[config.mk]
export PLATFORM = sky130hd
export DESIGN_NAME = matrix_multiply_4x4_core
export DESIGN_NICKNAME = d
export VERILOG_FILES = /design/src/mm4_pkg.sv /design/src/mm4_datapath.sv /design/src/mm4_controller.sv /design/src/matrix_multiply_4x4_core.sv
export VERILOG_INCLUDE_DIRS = /design/src /design/src/src
export SDC_FILE = /design/constraint.sdc
export NUM_CORES = 2
export LEC_CHECK = 0
export ABC_AREA = 1
export BUFFER_PORTS_ARGS = -buffer_cell sky130_fd_sc_hd__buf_2
export CAP_MARGIN = 20
export CORE_UTILIZATION = 47
export CTS_CLUSTER_DIAMETER = 100
export DETAILED_ROUTE_END_ITERATION = 10
export GPL_ROUTABILITY_DRIVEN = 1
export SYNTH_ARGS = -nofsm -noshare
export SYNTH_HDL_FRONTEND = slang
export SYNTH_SLANG_ARGS = --single-unit
[constraint.sdc]
create_clock -name i_clk -period 17.4 [get_ports i_clk]
set_clock_uncertainty 0.1 [all_clocks]
set_input_delay 0 -clock i_clk [delete_from_list [all_inputs] [get_ports i_clk]]
set_output_delay 0 -clock i_clk [all_outputs]
set_load 0.05 [all_outputs]
[src/matrix_multiply_4x4_core_macros.svh]
// ---------------------------------------------------------------------------
// Assertion macros for the matrix multiply core
// Concurrent checks, clocked on the rising edge and held off during reset.
// ---------------------------------------------------------------------------
`ifndef MATRIX_MULTIPLY_4X4_CORE_MACROS_SVH
`define MATRIX_MULTIPLY_4X4_CORE_MACROS_SVH

`ifndef NO_ASSERTIONS

// Check that the consequent holds in the same cycle as the antecedent
`define MM4_ASSERT_NOW(lbl, clk, rst_n, ante, cons, msg) \
    lbl: assert property (@(posedge clk) disable iff (!(rst_n)) (ante) |-> (cons)) \
        else $error(msg);

// Check that the consequent holds in the cycle after the antecedent
`define MM4_ASSERT_NEXT(lbl, clk, rst_n, ante, cons, msg) \
    lbl: assert property (@(posedge clk) disable iff (!(rst_n)) (ante) |=> (cons)) \
        else $error(msg);

`else

`define MM4_ASSERT_NOW(lbl, clk, rst_n, ante, cons, msg)
`define MM4_ASSERT_NEXT(lbl, clk, rst_n, ante, cons, msg)

`endif

`endif

[src/mm4_pkg.sv]
// ---------------------------------------------------------------------------
// mm4_pkg
// Shared types and constants of the fixed-point matrix multiply core.
// ---------------------------------------------------------------------------
package mm4_pkg;

    // Element word width and output index width
    localparam int WORD_W    = 32;
    localparam int IDX_OUT_W = 2;

    // Saturation limits of a signed word
    localparam logic [WORD_W-1:0] SAT_MAX = 32'h7FFF_FFFF;
    localparam logic [WORD_W-1:0] SAT_MIN = 32'h8000_0000;

    // Controller states
    typedef enum logic [2:0] {
        S_LOAD,
        S_ISSUE,
        S_DRAIN,
        S_RESULT,
        S_SEND
    } t_state;

    // Commands from the controller to the datapath
    typedef struct packed {
        logic left_we;
        logic right_we;
        logic issue;
        logic acc_clear;
        logic finish;
    } t_dp_cmd;

endpackage

[src/mm4_datapath.sv]
// ---------------------------------------------------------------------------
// mm4_datapath
// Element stores, shared multiply-accumulate unit and the result register.
// ---------------------------------------------------------------------------
module mm4_datapath #(
    parameter int DIM       = 4,
    parameter int FRAC_BITS = 16
) (
    input  logic                                i_clk,
    input  logic                                i_rst_n,
    input  mm4_pkg::t_dp_cmd                    i_cmd,
    input  logic [$clog2(2*DIM*DIM)-1:0]        i_left_wr_addr,
    input  logic [$clog2(DIM*DIM)-1:0]          i_right_wr_addr,
    input  logic [$clog2(2*DIM*DIM)-1:0]        i_left_rd_addr,
    input  logic [$clog2(DIM*DIM)-1:0]          i_right_rd_addr,
    input  logic signed [mm4_pkg::WORD_W-1:0]   i_element_value,
    output logic                                o_busy,
    output logic signed [mm4_pkg::WORD_W-1:0]   o_product_value,
    output logic                                o_overflow
);

    localparam int NELEM = DIM * DIM;
    localparam int IDX_W = $clog2(DIM);
    localparam int PROD_W = 2 * mm4_pkg::WORD_W;
    localparam int ACC_W = PROD_W + IDX_W + 1;
    localparam int WORD_W = mm4_pkg::WORD_W;

    // Left store holds two banks so a chained product never overwrites its operands
    logic [WORD_W-1:0] r_left_mem [2*NELEM];
    logic [WORD_W-1:0] r_right_mem [NELEM];

    logic signed [WORD_W-1:0] r_rd_left;
    logic signed [WORD_W-1:0] r_rd_right;
    logic                     r_rd_valid;
    logic signed [PROD_W-1:0] r_mul;
    logic                     r_mul_valid;
    logic signed [ACC_W-1:0]  r_acc;
    logic [WORD_W-1:0]        r_product;
    logic                     r_overflow;

    logic signed [ACC_W-1:0]  scaled;
    logic                     fits;
    logic [WORD_W-1:0]        sat_value;
    logic                     sat_flag;

    // Write the stores: loaded words, or the saturated product into the left store
    always_ff @(posedge i_clk) begin
        if (i_cmd.left_we) begin
            r_left_mem[i_left_wr_addr] <= i_cmd.finish ? sat_value : i_element_value;
        end
        if (i_cmd.right_we) begin
            r_right_mem[i_right_wr_addr] <= i_element_value;
        end
    end

    // Read one operand pair per issue
    always_ff @(posedge i_clk) begin
        if (i_cmd.issue) begin
            r_rd_left  <= r_left_mem[i_left_rd_addr];
            r_rd_right <= r_right_mem[i_right_rd_addr];
        end
    end

    // Multiply, then accumulate at full width
    always_ff @(posedge i_clk) begin
        r_mul <= r_rd_left * r_rd_right;
        if (i_cmd.acc_clear) begin
            r_acc <= '0;
        end else if (r_mul_valid) begin
            r_acc <= r_acc + ACC_W'(r_mul);
        end
    end

    // Track words in flight through the read and multiply stages
    always_ff @(posedge i_clk) begin
        if (!i_rst_n) begin
            r_rd_valid  <= 1'b0;
            r_mul_valid <= 1'b0;
        end else begin
            r_rd_valid  <= i_cmd.issue;
            r_mul_valid <= r_rd_valid;
        end
    end

    // Truncate toward minus infinity and saturate to one word
    always_comb begin
        scaled    = r_acc >>> FRAC_BITS;
        fits      = (&scaled[ACC_W-1:WORD_W-1]) || !(|scaled[ACC_W-1:WORD_W-1]);
        sat_flag  = !fits;
        if (fits) begin
            sat_value = scaled[WORD_W-1:0];
        end else if (scaled[ACC_W-1]) begin
            sat_value = mm4_pkg::SAT_MIN;
        end else begin
            sat_value = mm4_pkg::SAT_MAX;
        end
    end

    // Hold the finished word for the output channel
    always_ff @(posedge i_clk) begin
        if (i_cmd.finish) begin
            r_product  <= sat_value;
            r_overflow <= sat_flag;
        end
    end

    assign o_busy          = r_rd_valid || r_mul_valid;
    assign o_product_value = r_product;
    assign o_overflow      = r_overflow;

endmodule

[src/mm4_controller.sv]
// ---------------------------------------------------------------------------
// mm4_controller
// Load sequencing, dot-product issue, output handshake and chain bank swap.
// ---------------------------------------------------------------------------
`include "matrix_multiply_4x4_core_macros.svh"

module mm4_controller #(
    parameter int DIM = 4
) (
    input  logic                                i_clk,
    input  logic                                i_rst_n,
    input  logic                                i_valid,
    output logic                                o_stall,
    output logic                                o_valid,
    input  logic                                i_stall,
    input  logic                                i_cfg_valid,
    output logic                                o_cfg_ready,
    input  logic                                i_cfg_chain_mode,
    input  logic                                i_busy,
    output mm4_pkg::t_dp_cmd                    o_cmd,
    output logic [$clog2(2*DIM*DIM)-1:0]        o_left_wr_addr,
    output logic [$clog2(DIM*DIM)-1:0]          o_right_wr_addr,
    output logic [$clog2(2*DIM*DIM)-1:0]        o_left_rd_addr,
    output logic [$clog2(DIM*DIM)-1:0]          o_right_rd_addr,
    output logic [mm4_pkg::IDX_OUT_W-1:0]       o_row_index,
    output logic [mm4_pkg::IDX_OUT_W-1:0]       o_col_index,
    output logic                                o_last
);

    localparam int NELEM   = DIM * DIM;
    localparam int IDX_W   = $clog2(DIM);
    localparam int ELEM_W  = $clog2(NELEM);
    localparam int LADDR_W = $clog2(2 * NELEM);
    localparam logic [LADDR_W-1:0] POS_RIGHT = LADDR_W'(NELEM);
    localparam logic [LADDR_W-1:0] POS_LAST  = LADDR_W'(2 * NELEM - 1);
    localparam logic [IDX_W-1:0]   IDX_LAST  = IDX_W'(DIM - 1);
    localparam logic [ELEM_W-1:0]  DIM_E     = ELEM_W'(DIM);

    mm4_pkg::t_state r_state, n_state;
    logic [LADDR_W-1:0] r_load_pos, n_load_pos;
    logic               r_bank, n_bank;
    logic [IDX_W-1:0]   r_row, n_row;
    logic [IDX_W-1:0]   r_col, n_col;
    logic [IDX_W-1:0]   r_k, n_k;
    logic               r_chain, n_chain;
    logic               r_out_valid, n_out_valid;

    logic [ELEM_W-1:0]  load_elem;
    logic [ELEM_W-1:0]  left_elem;
    logic [ELEM_W-1:0]  prod_elem;
    logic [LADDR_W-1:0] bank_base;
    logic [LADDR_W-1:0] other_base;
    logic               last_word;

    // State register
    always_ff @(posedge i_clk) begin
        if (!i_rst_n) begin
            r_state     <= mm4_pkg::S_LOAD;
            r_load_pos  <= '0;
            r_bank      <= 1'b0;
            r_row       <= '0;
            r_col       <= '0;
            r_k         <= '0;
            r_chain     <= 1'b0;
            r_out_valid <= 1'b0;
        end else begin
            r_state     <= n_state;
            r_load_pos  <= n_load_pos;
            r_bank      <= n_bank;
            r_row       <= n_row;
            r_col       <= n_col;
            r_k         <= n_k;
            r_chain     <= n_chain;
            r_out_valid <= n_out_valid;
        end
    end

    assign last_word = (r_row == IDX_LAST) && (r_col == IDX_LAST);

    // Next state and datapath commands
    always_comb begin
        n_state     = r_state;
        n_load_pos  = r_load_pos;
        n_bank      = r_bank;
        n_row       = r_row;
        n_col       = r_col;
        n_k         = r_k;
        n_chain     = i_cfg_valid ? i_cfg_chain_mode : r_chain;
        n_out_valid = r_out_valid;
        o_cmd       = '0;
        case (r_state)
            mm4_pkg::S_LOAD: begin
                if (i_valid) begin
                    if (r_load_pos < POS_RIGHT) begin
                        o_cmd.left_we = 1'b1;
                    end else begin
                        o_cmd.right_we = 1'b1;
                    end
                    if (r_load_pos == POS_LAST) begin
                        n_state = mm4_pkg::S_ISSUE;
                        n_row   = '0;
                        n_col   = '0;
                        n_k     = '0;
                    end else begin
                        n_load_pos = r_load_pos + 1'b1;
                    end
                end
            end
            mm4_pkg::S_ISSUE: begin
                o_cmd.issue     = 1'b1;
                o_cmd.acc_clear = (r_k == '0);
                if (r_k == IDX_LAST) begin
                    n_k     = '0;
                    n_state = mm4_pkg::S_DRAIN;
                end else begin
                    n_k = r_k + 1'b1;
                end
            end
            mm4_pkg::S_DRAIN: begin
                // wait for the last term to reach the accumulator
                if (!i_busy) begin
                    n_state = mm4_pkg::S_RESULT;
                end
            end
            mm4_pkg::S_RESULT: begin
                o_cmd.finish  = 1'b1;
                o_cmd.left_we = 1'b1;
                n_out_valid   = 1'b1;
                n_state       = mm4_pkg::S_SEND;
            end
            mm4_pkg::S_SEND: begin
                if (!i_stall) begin
                    n_out_valid = 1'b0;
                    if (last_word) begin
                        // swap banks when the product becomes the next left matrix
                        if (r_chain) begin
                            n_bank     = !r_bank;
                            n_load_pos = POS_RIGHT;
                        end else begin
                            n_load_pos = '0;
                        end
                        n_state = mm4_pkg::S_LOAD;
                    end else begin
                        if (r_col == IDX_LAST) begin
                            n_col = '0;
                            n_row = r_row + 1'b1;
                        end else begin
                            n_col = r_col + 1'b1;
                        end
                        n_state = mm4_pkg::S_ISSUE;
                    end
                end
            end
            default: begin
                n_state = mm4_pkg::S_LOAD;
            end
        endcase
    end

    // Store addresses
    always_comb begin
        bank_base  = r_bank ? LADDR_W'(NELEM) : '0;
        other_base = r_bank ? '0 : LADDR_W'(NELEM);
        if (r_load_pos < POS_RIGHT) begin
            load_elem = ELEM_W'(r_load_pos);
        end else begin
            load_elem = ELEM_W'(r_load_pos - POS_RIGHT);
        end
        left_elem = ELEM_W'(r_row) * DIM_E + ELEM_W'(r_k);
        prod_elem = ELEM_W'(r_row) * DIM_E + ELEM_W'(r_col);
        if (r_state == mm4_pkg::S_RESULT) begin
            o_left_wr_addr = other_base + LADDR_W'(prod_elem);
        end else begin
            o_left_wr_addr = bank_base + LADDR_W'(load_elem);
        end
        o_right_wr_addr = load_elem;
        o_left_rd_addr  = bank_base + LADDR_W'(left_elem);
        o_right_rd_addr = ELEM_W'(r_k) * DIM_E + ELEM_W'(r_col);
    end

    assign o_stall     = (r_state != mm4_pkg::S_LOAD);
    assign o_valid     = r_out_valid;
    assign o_cfg_ready = 1'b1;
    assign o_row_index = mm4_pkg::IDX_OUT_W'(r_row);
    assign o_col_index = mm4_pkg::IDX_OUT_W'(r_col);
    assign o_last      = last_word;

    `MM4_ASSERT_NEXT(a_load_done_issue, i_clk, i_rst_n, i_valid && !o_stall && (r_load_pos == POS_LAST), r_state == mm4_pkg::S_ISSUE, "final load word did not start the product")
    `MM4_ASSERT_NEXT(a_issue_then_drain, i_clk, i_rst_n, (r_state == mm4_pkg::S_ISSUE) && (r_k == IDX_LAST), (r_state == mm4_pkg::S_DRAIN) && i_busy, "last term issue did not enter drain")
    `MM4_ASSERT_NOW(a_result_drained, i_clk, i_rst_n, r_state == mm4_pkg::S_RESULT, !i_busy, "result taken with terms in flight")
    `MM4_ASSERT_NEXT(a_restart_pos, i_clk, i_rst_n, o_valid && !i_stall && o_last, (r_state == mm4_pkg::S_LOAD) && (r_load_pos == ($past(r_chain) ? POS_RIGHT : '0)), "wrong load restart after product")

endmodule

[src/matrix_multiply_4x4_core.sv]
// Each product word issues its DIM terms on one shared multiply-accumulate unit, then passes
// through the drain, result and send states; the next word starts only once this one is taken.
// Load words are taken one per cycle while the core is in its load state (o_stall low).
// Reset (synchronous, active low) restarts loading at the left matrix and clears chain mode.
// ---------------------------------------------------------------------------
// matrix_multiply_4x4_core
// Streaming DIM x DIM signed fixed-point matrix multiply with optional chaining
// of the product into the next left matrix.
// ---------------------------------------------------------------------------
module matrix_multiply_4x4_core #(
    parameter int DIM       = 4,
    parameter int FRAC_BITS = 16
) (
    input  logic                                i_clk,
    input  logic                                i_rst_n,
    input  logic                                i_valid,
    output logic                                o_stall,
    input  logic signed [mm4_pkg::WORD_W-1:0]   i_element_value,
    output logic                                o_valid,
    input  logic                                i_stall,
    output logic signed [mm4_pkg::WORD_W-1:0]   o_product_value,
    output logic [mm4_pkg::IDX_OUT_W-1:0]       o_row_index,
    output logic [mm4_pkg::IDX_OUT_W-1:0]       o_col_index,
    output logic                                o_overflow,
    output logic                                o_last,
    input  logic                                i_cfg_valid,
    output logic                                o_cfg_ready,
    input  logic                                i_cfg_chain_mode
);

    localparam int NELEM   = DIM * DIM;
    localparam int ELEM_W  = $clog2(NELEM);
    localparam int LADDR_W = $clog2(2 * NELEM);

    mm4_pkg::t_dp_cmd    cmd;
    logic                busy;
    logic [LADDR_W-1:0]  left_wr_addr;
    logic [ELEM_W-1:0]   right_wr_addr;
    logic [LADDR_W-1:0]  left_rd_addr;
    logic [ELEM_W-1:0]   right_rd_addr;

    // Sequence loads, term issue and word delivery
    mm4_controller #(
        .DIM (DIM)
    ) u_ctrl (
        .i_clk            (i_clk),
        .i_rst_n          (i_rst_n),
        .i_valid          (i_valid),
        .o_stall          (o_stall),
        .o_valid          (o_valid),
        .i_stall          (i_stall),
        .i_cfg_valid      (i_cfg_valid),
        .o_cfg_ready      (o_cfg_ready),
        .i_cfg_chain_mode (i_cfg_chain_mode),
        .i_busy           (busy),
        .o_cmd            (cmd),
        .o_left_wr_addr   (left_wr_addr),
        .o_right_wr_addr  (right_wr_addr),
        .o_left_rd_addr   (left_rd_addr),
        .o_right_rd_addr  (right_rd_addr),
        .o_row_index      (o_row_index),
        .o_col_index      (o_col_index),
        .o_last           (o_last)
    );

    // Stores, multiply-accumulate and saturation
    mm4_datapath #(
        .DIM       (DIM),
        .FRAC_BITS (FRAC_BITS)
    ) u_dp (
        .i_clk           (i_clk),
        .i_rst_n         (i_rst_n),
        .i_cmd           (cmd),
        .i_left_wr_addr  (left_wr_addr),
        .i_right_wr_addr (right_wr_addr),
        .i_left_rd_addr  (left_rd_addr),
        .i_right_rd_addr (right_rd_addr),
        .i_element_value (i_element_value),
        .o_busy          (busy),
        .o_product_value (o_product_value),
        .o_overflow      (o_overflow)
    );

endmodule

### Yosys cells after proc, flatten, opt, wreduce, memory -nomap -nowiden

Memory sizes are Yosys's and may differ from the RTL's. A register that Yosys moved wholly into a read port is not among the register bits.
Index checks and enable logic that the tools add are counted.

| storage, ports and cells | value |
|---|---|
| register bits after elaboration | 183 |
| memory bits (writable) | 1536 |
| output and inout port bits | 41 |
| word-level logic and storage cells | 114 |
| memories | 2 |

| cells by class | value |
|---|---|
| add/sub/neg operators | 12 |
| multiply operators | 1 |
| order comparisons | 1 |
| eq/ne operators | 17 |
| multiplexer cells | 45 |
| bitwise logic cells | 1 |
| reductions and logical operators | 21 |

Memories:

| memory | depth | bits a word | rd ports | clocked after Yosys merged registers in | wr ports | RTL line | RTL |
|---|---|---|---|---|---|---|---|
| u_dp.r_left_mem | 32 | 32 | 1 | 1 | 1 | mm4_datapath.sv:29 | `logic [WORD_W-1:0] r_left_mem [2*NELEM];` |
| u_dp.r_right_mem | 16 | 32 | 1 | 1 | 1 | mm4_datapath.sv:30 | `logic [WORD_W-1:0] r_right_mem [NELEM];` |

Operators by type and width:

| kind | count |
|---|---|
| two-way mux 32 bit | 3 |
| adder 67 x 64 -> 67 bit | 1 |
| multiplier 32 x 32 -> 64 bit | 1 |
| two-way mux 5 bit | 8 |
| two-way mux 2 bit | 11 |
| AND reduction 20 bit | 1 |
| OR reduction 20 bit | 1 |
| adder 5 x 4 -> 5 bit | 3 |
| two-way mux 3 bit | 5 |
| case mux 3 bit (5 select lines) | 1 |
| AND reduction 5 bit | 3 |
| adder 4 x 2 -> 4 bit | 3 |
| inequality test 2 bit (second input constant) | 6 |
| case mux 2 bit (2 select lines) | 3 |
| two-way mux 1 bit | 10 |
| case mux 5 bit (2 select lines) | 1 |
| adder 2 x 1 -> 2 bit (second input constant) | 3 |
| == test 2 bit (second input constant) | 3 |
| == test 3 x 2 -> 1 bit (second input constant) | 2 |
| inequality test 2 x 1 -> 1 bit (second input constant) | 3 |
| AND reduction 6 bit | 1 |
| nonzero test 2 bit | 3 |
| adder 5 x 1 -> 5 bit (second input constant) | 1 |
| == test 5 bit (second input constant) | 1 |
| 16 further kinds | 20 |

### Longest topological paths before layout

| depth | value |
|---|---|
| depth after elaboration | 6 |
| mapped depth | 33 |
| depth with buffers taken out | 32 |

### Hierarchy

Synthesis repeated with hierarchy kept, for this count alone.

| unflattened totals | value |
|---|---|
| cell total of the unflattened synthesis | 10791 |
| area total of the unflattened synthesis | 112023.7 µm² |

By module, submodules not included:

| module | times used | cells each | area an instance (µm²) | seq. area each (µm²) |
|---|---|---|---|---|
| mm4_datapath | 1 | 10624 | 110821.3 | 51699.6 |
| mm4_controller | 1 | 167 | 1202.4 | 340.3 |

### Worst setup path after synthesis

OpenSTA, ideal clock, no wires.

| path | value |
|---|---|
| path kind | register -> register |
| start point | reg u_dp.r_rd_left[31], read port of u_dp.r_left_mem |
| end point | reg u_dp.r_mul[59] |
| setup time | 0.120 ns |
| arrival time | 7.022 ns |
| data required time | 17.180 ns |
| path slack | 10.158 ns |
| stages on the path, launching flop included | 23 |
| buffers on the path | 1 |
| cell sequence | edfxtp_1 clkbuf_1 nand2_1 inv_1 fa_1 fa_1 fa_1 fa_1 inv_1 fa_1 inv_1 fa_1 inv_1 fa_1 fa_1 inv_1 ha_1 a21oi_1 a21boi_0 o21ai_0 a21oi_1 nand4_1 xor2_1 |

| on the way | value |
|---|---|
| word-level cells in the longest chain between the ends | 1 |

Ends and longest elaborated chain:

| item | RTL line | RTL |
|---|---|---|
| from (decl) | mm4_datapath.sv:32 | `logic signed [WORD_W-1:0] r_rd_left;` |
| multiplier 32 x 32 -> 64 bit | mm4_datapath.sv:66 | `r_mul <= r_rd_left * r_rd_right;` |
| to (signal assigned) | mm4_datapath.sv:66 |  |
| to (decl) | mm4_datapath.sv:35 | `logic signed [PROD_W-1:0] r_mul;` |

No other way between the ends.
A chain may end at the register's enable or synchronous reset.

### Worst setup path after layout

| path | value |
|---|---|
| start point | reg u_dp.r_rd_right[8], read port of u_dp.r_right_mem |
| end point | reg u_dp.r_mul[51] |

| on the way | value |
|---|---|
| word-level cells in the longest chain between the ends | 1 |

Ends and longest elaborated chain:

| item | RTL line | RTL |
|---|---|---|
| from (decl) | mm4_datapath.sv:33 | `logic signed [WORD_W-1:0] r_rd_right;` |
| multiplier 32 x 32 -> 64 bit | mm4_datapath.sv:66 |  |

No other way between the ends.

==> key figures <==
Run status
  – Status: complete, no violations

Worst setup path
  – CP max-delay cell: fa_1
  – Setup slack, reg-to-reg: 9020 ps
  – FF-to-FF path depth: 22
  – Arrival time worst endpoint: 8990 ps
  – Crit Path Class: reg2reg
  – CP endpoint kind: flop
  – Cell mode on critical path: fa_1
  – Crit Path Max Fanout: 21
  – Cell Chain, Critical Path: buf_4 > nand2_1 > fa_1 > fa_1 > inv_1 > fa_1 > fa_1 > inv_1 > fa_1 > inv_1 > fa_1 > inv_1 > fa_1 > fa_1 > inv_1 > ha_1 > a21oi_1 > a21boi_0 > o21ai_0 > a21oi_1 > o211ai_1 > xor2_1
  – Largest stage delay on the critical path: 860 ps
  – Reg2Reg Launch Point: u_dp.r_rd_right[8]
  – Critical path buffers and inverters: 6
  – Worst r2r dst: u_dp.r_mul[51]
  – Family with the most delay on the worst path: adder cells
  – Data required time of the worst path: 18010 ps
  – Crit start category: flop

Route
  – Residual DRC: 0
  – Vias per inst: 5.63
  – Wirelength, routed: 351 mm
  – DR WL/cell: 25.0 um
  – Post-DRT Antenna Nets: 0
  – Vias: 78900
  – Number of DRC markers in iteration 0: 7169
  – DR pass1 iterations: 6

Job
  – Maxcap violations: 0

Global route
  – Vias in the first global route: 80400
  – GRT Total Usage: 29.6%
  – Pin count of the biggest net entering global routing: 172
  – First-pass GRT wire length: 520 mm
  – Grt total ovfl: 0
  – Initial antenna violation count: 15

Synthesis
  – Most frequent cells after synthesis: 1868 x inv_1, 1671 x nand2_1, 1633 x edfxtp_1, 1305 x nor2_1, 1083 x fa_1
  – Adder-Cell Fraction of Synth Area: 22.5%
  – Post-synth EDFFs: 1633
  – Synth Area in Compound Gates: 9.52%
  – Post-Synth XOR/XNOR Area: 0.791%
  – Mapped Avg Cell Area: 10.3 sq um
  – Ys Warns: 0
  – Distinct cell type count after synthesis: 53
  – Ranking of synthesized cells by area: edfxtp_1 44%, fa_1 20%, inv_1 6.3%
  – Syn_nets: 12100
  – Top-count cell post-synth: inv_1
  – Seq cells post-synth: 1783
  – Synth top area share: 44.3%
  – Mux contribution to synthesized area: 0%
  – Area leader, netlist: edfxtp_1
  – Post-Synth Simple-Gate Area: 11.7%
  – Post-synth top flop: edfxtp_1
  – Synth Cell Area: 111000 sq um
  – Largest family of logic cells by synthesized area: adder cells
  – Async set-or-reset flop fraction in the synthesized netlist: 0%
  – Mapped Cells: 10800
  – Sequential area share after synthesis: 47.0%

STA
  – Final hold vios: 0
  – Setup TNS: 0 ps
  – Slew @ Worst Pin: 1160 ps
  – Final setup vio count: 0
  – Achievable frequency: 119 MHz
  – RSZ-0062 raised after global routing: no
  – Fin crit share: 48.1%
  – Fin crit period: 8380 ps
  – Max-slew violations: 0
  – Slew margin rel.: 22.2%

Floorplan
  – Die W: 487 um
  – CORE AREA: 233000 sq um
  – Ports: 79
  – Cell Rows: 177
  – Initial Util: 47.4%
  – DIE HEIGHT: 487 um
  – Die area: 237000 sq um

Worst hold path
  – Hold path depth: 2
  – Worst min path class: in2reg
  – Hold_sp: i_element_value[25]
  – Hold EP: u_dp.r_right_mem[13][25]

CTS
  – Root Buffer: clkbuf_16
  – H-tree levels: 4
  – Max Root-Sink Buffers: 3
  – TritonCTS clock tree: yes
  – Clk slew on worst S/H paths: 60 ps
  – Sink Count: 1783
  – Clock latency on the worst-skew pair: 870 ps
  – Total CTS buffers: 188

Placement
  – HPWL after DPL: 233 mm
  – Placer Congestion: 0.958
  – Port bufs: 77

Cells and area
  – Area growth, synth to finish: 9.78%
  – Share of cells above drive strength 1: 5.76%
  – # fillers: 20900
  – Final #Nets: 12100
worst max path at each step:
stage / start / end / slack, ps / cells after the start
final: u_dp.r_rd_right[8] / u_dp.r_mul[51] / 9020 / 22
after global routing: u_dp.r_rd_right[8] / u_dp.r_mul[51] / 8580 / 22
after CTS: u_dp.r_rd_right[8] / u_dp.r_mul[58] / 9050 / 21
after detailed placement: u_dp.r_rd_right[8] / u_dp.r_mul[58] / 9050 / 21
after global placement: u_dp.r_rd_right[8] / u_dp.r_mul[60] / 9230 / 23
after floorplan: u_dp.r_rd_left[31] / u_dp.r_mul[59] / 10160 / 22
layout by cell type (no fill, tap or decap), types with 18 or more instances in the layout:
cell,count
dfxtp_1,142
a21oi_1,217
xnor2_1,20
buf_2,77
xor2_1,80
o21bai_1,30
a32oi_1,22
nor2_4,48
a31oi_1,44
clkbuf_16,189
o221ai_1,284
dlygate4sd3_1,73
nor4_1,18
nand3_1,237
o211ai_1,31
inv_1,1862
nand4_1,22
clkinv_1,33
edfxtp_1,1633
buf_4,181
o22ai_1,102
o21ai_0,967
nor3_1,25
clkinv_2,28
fa_1,1083
o21ai_1,34
ha_1,259
nor2_1,1257
clkbuf_1,50
nand2_1,1671
routing by layer:
metal  track usage (%)  up-vias  routed length [um]
met5                 0        -                  86
met4              9.72       14               11700
met3              4.45      576               26700
met2              49.7     3319              171000
met1              39.4    40100              142000
li1                  -    34900                   -
layout make-up:
cell class,count,area (sq um),share of cell area [%]
Multi-Input combinational cell,6538,49700,40.9
Antenna cell,6,15.0,0.0124
Clock buffer,243,4970,4.09
Tap cell,3132,3920,3.23
Inverter,1875,7060,5.81
Sequential cell,1783,52100,42.9
Clock inverter,96,1030,0.852
Timing Repair Buffer,342,2730,2.24
cells by family (layout without fill, tap and decap cells):
logic type | after synthesis | in the layout
other | 1 | 7
buffers and inverters | 2429 | 2556
adder cells (fa/ha/maj) | 1342 | 1342
AND/OR/NAND/NOR | 3314 | 3314
flip-flops | 1783 | 1783
XOR/XNOR | 100 | 100
AO/OA/AOI/OAI | 1781 | 1781
metrics by stage:
stage               hold WS, ps  utilization (%)  instances  instance area (sq um)  setup slack (ps)
floorplan                 -2.37                -      10800                 111000             10160
global placement            147             49.1      13600                 115000              9230
detailed placement          153             49.1      13600                 115000              9050
CTS                       0.104             52.0      14000                 121000              9050
global route               29.7             52.0      14000                 121000              8580
finish                     38.8             52.0      14000                 121000              9020
state kept, by name, summed over array words and instances, names as in the netlist:
register,count
u_dp.r_left_mem,1024
u_dp.r_right_mem,512
u_dp.r_acc,67
u_dp.r_mul,64
u_dp.o_product_value,32
u_dp.r_rd_left,32
u_dp.r_rd_right,32
u_ctrl.r_load_pos,5
u_ctrl.r_state,3
u_ctrl.o_col_index,2
u_ctrl.o_row_index,2
u_ctrl.r_k,2
u_ctrl.o_valid,1
u_ctrl.r_bank,1
u_ctrl.r_chain,1
u_dp.o_overflow,1
u_dp.r_mul_valid,1
u_dp.r_rd_valid,1
timing repair:
action                                  CTS  global route
hold buffers                             73             0
gates resized for setup                   0             0
setup buffers                             0             0
endpoints found under the hold margin  1305             0
setup endpoints to repair                 0             0
worst reg2reg max path, delay by kind of cell, from the launching register on:
family                   cells  cell delay [ps]
AO/OA/AOI/OAI                5             1110
XOR/XNOR                     1              200
adder cells (fa/ha/maj)      9             4930
buffers and inverters        6             1030
flip-flops                   1              640
AND/OR/NAND/NOR              1              240
Power is left out: the tool's default activity adds up to more than one toggle a clock period on the data nets, which glitch-free logic cannot reach.
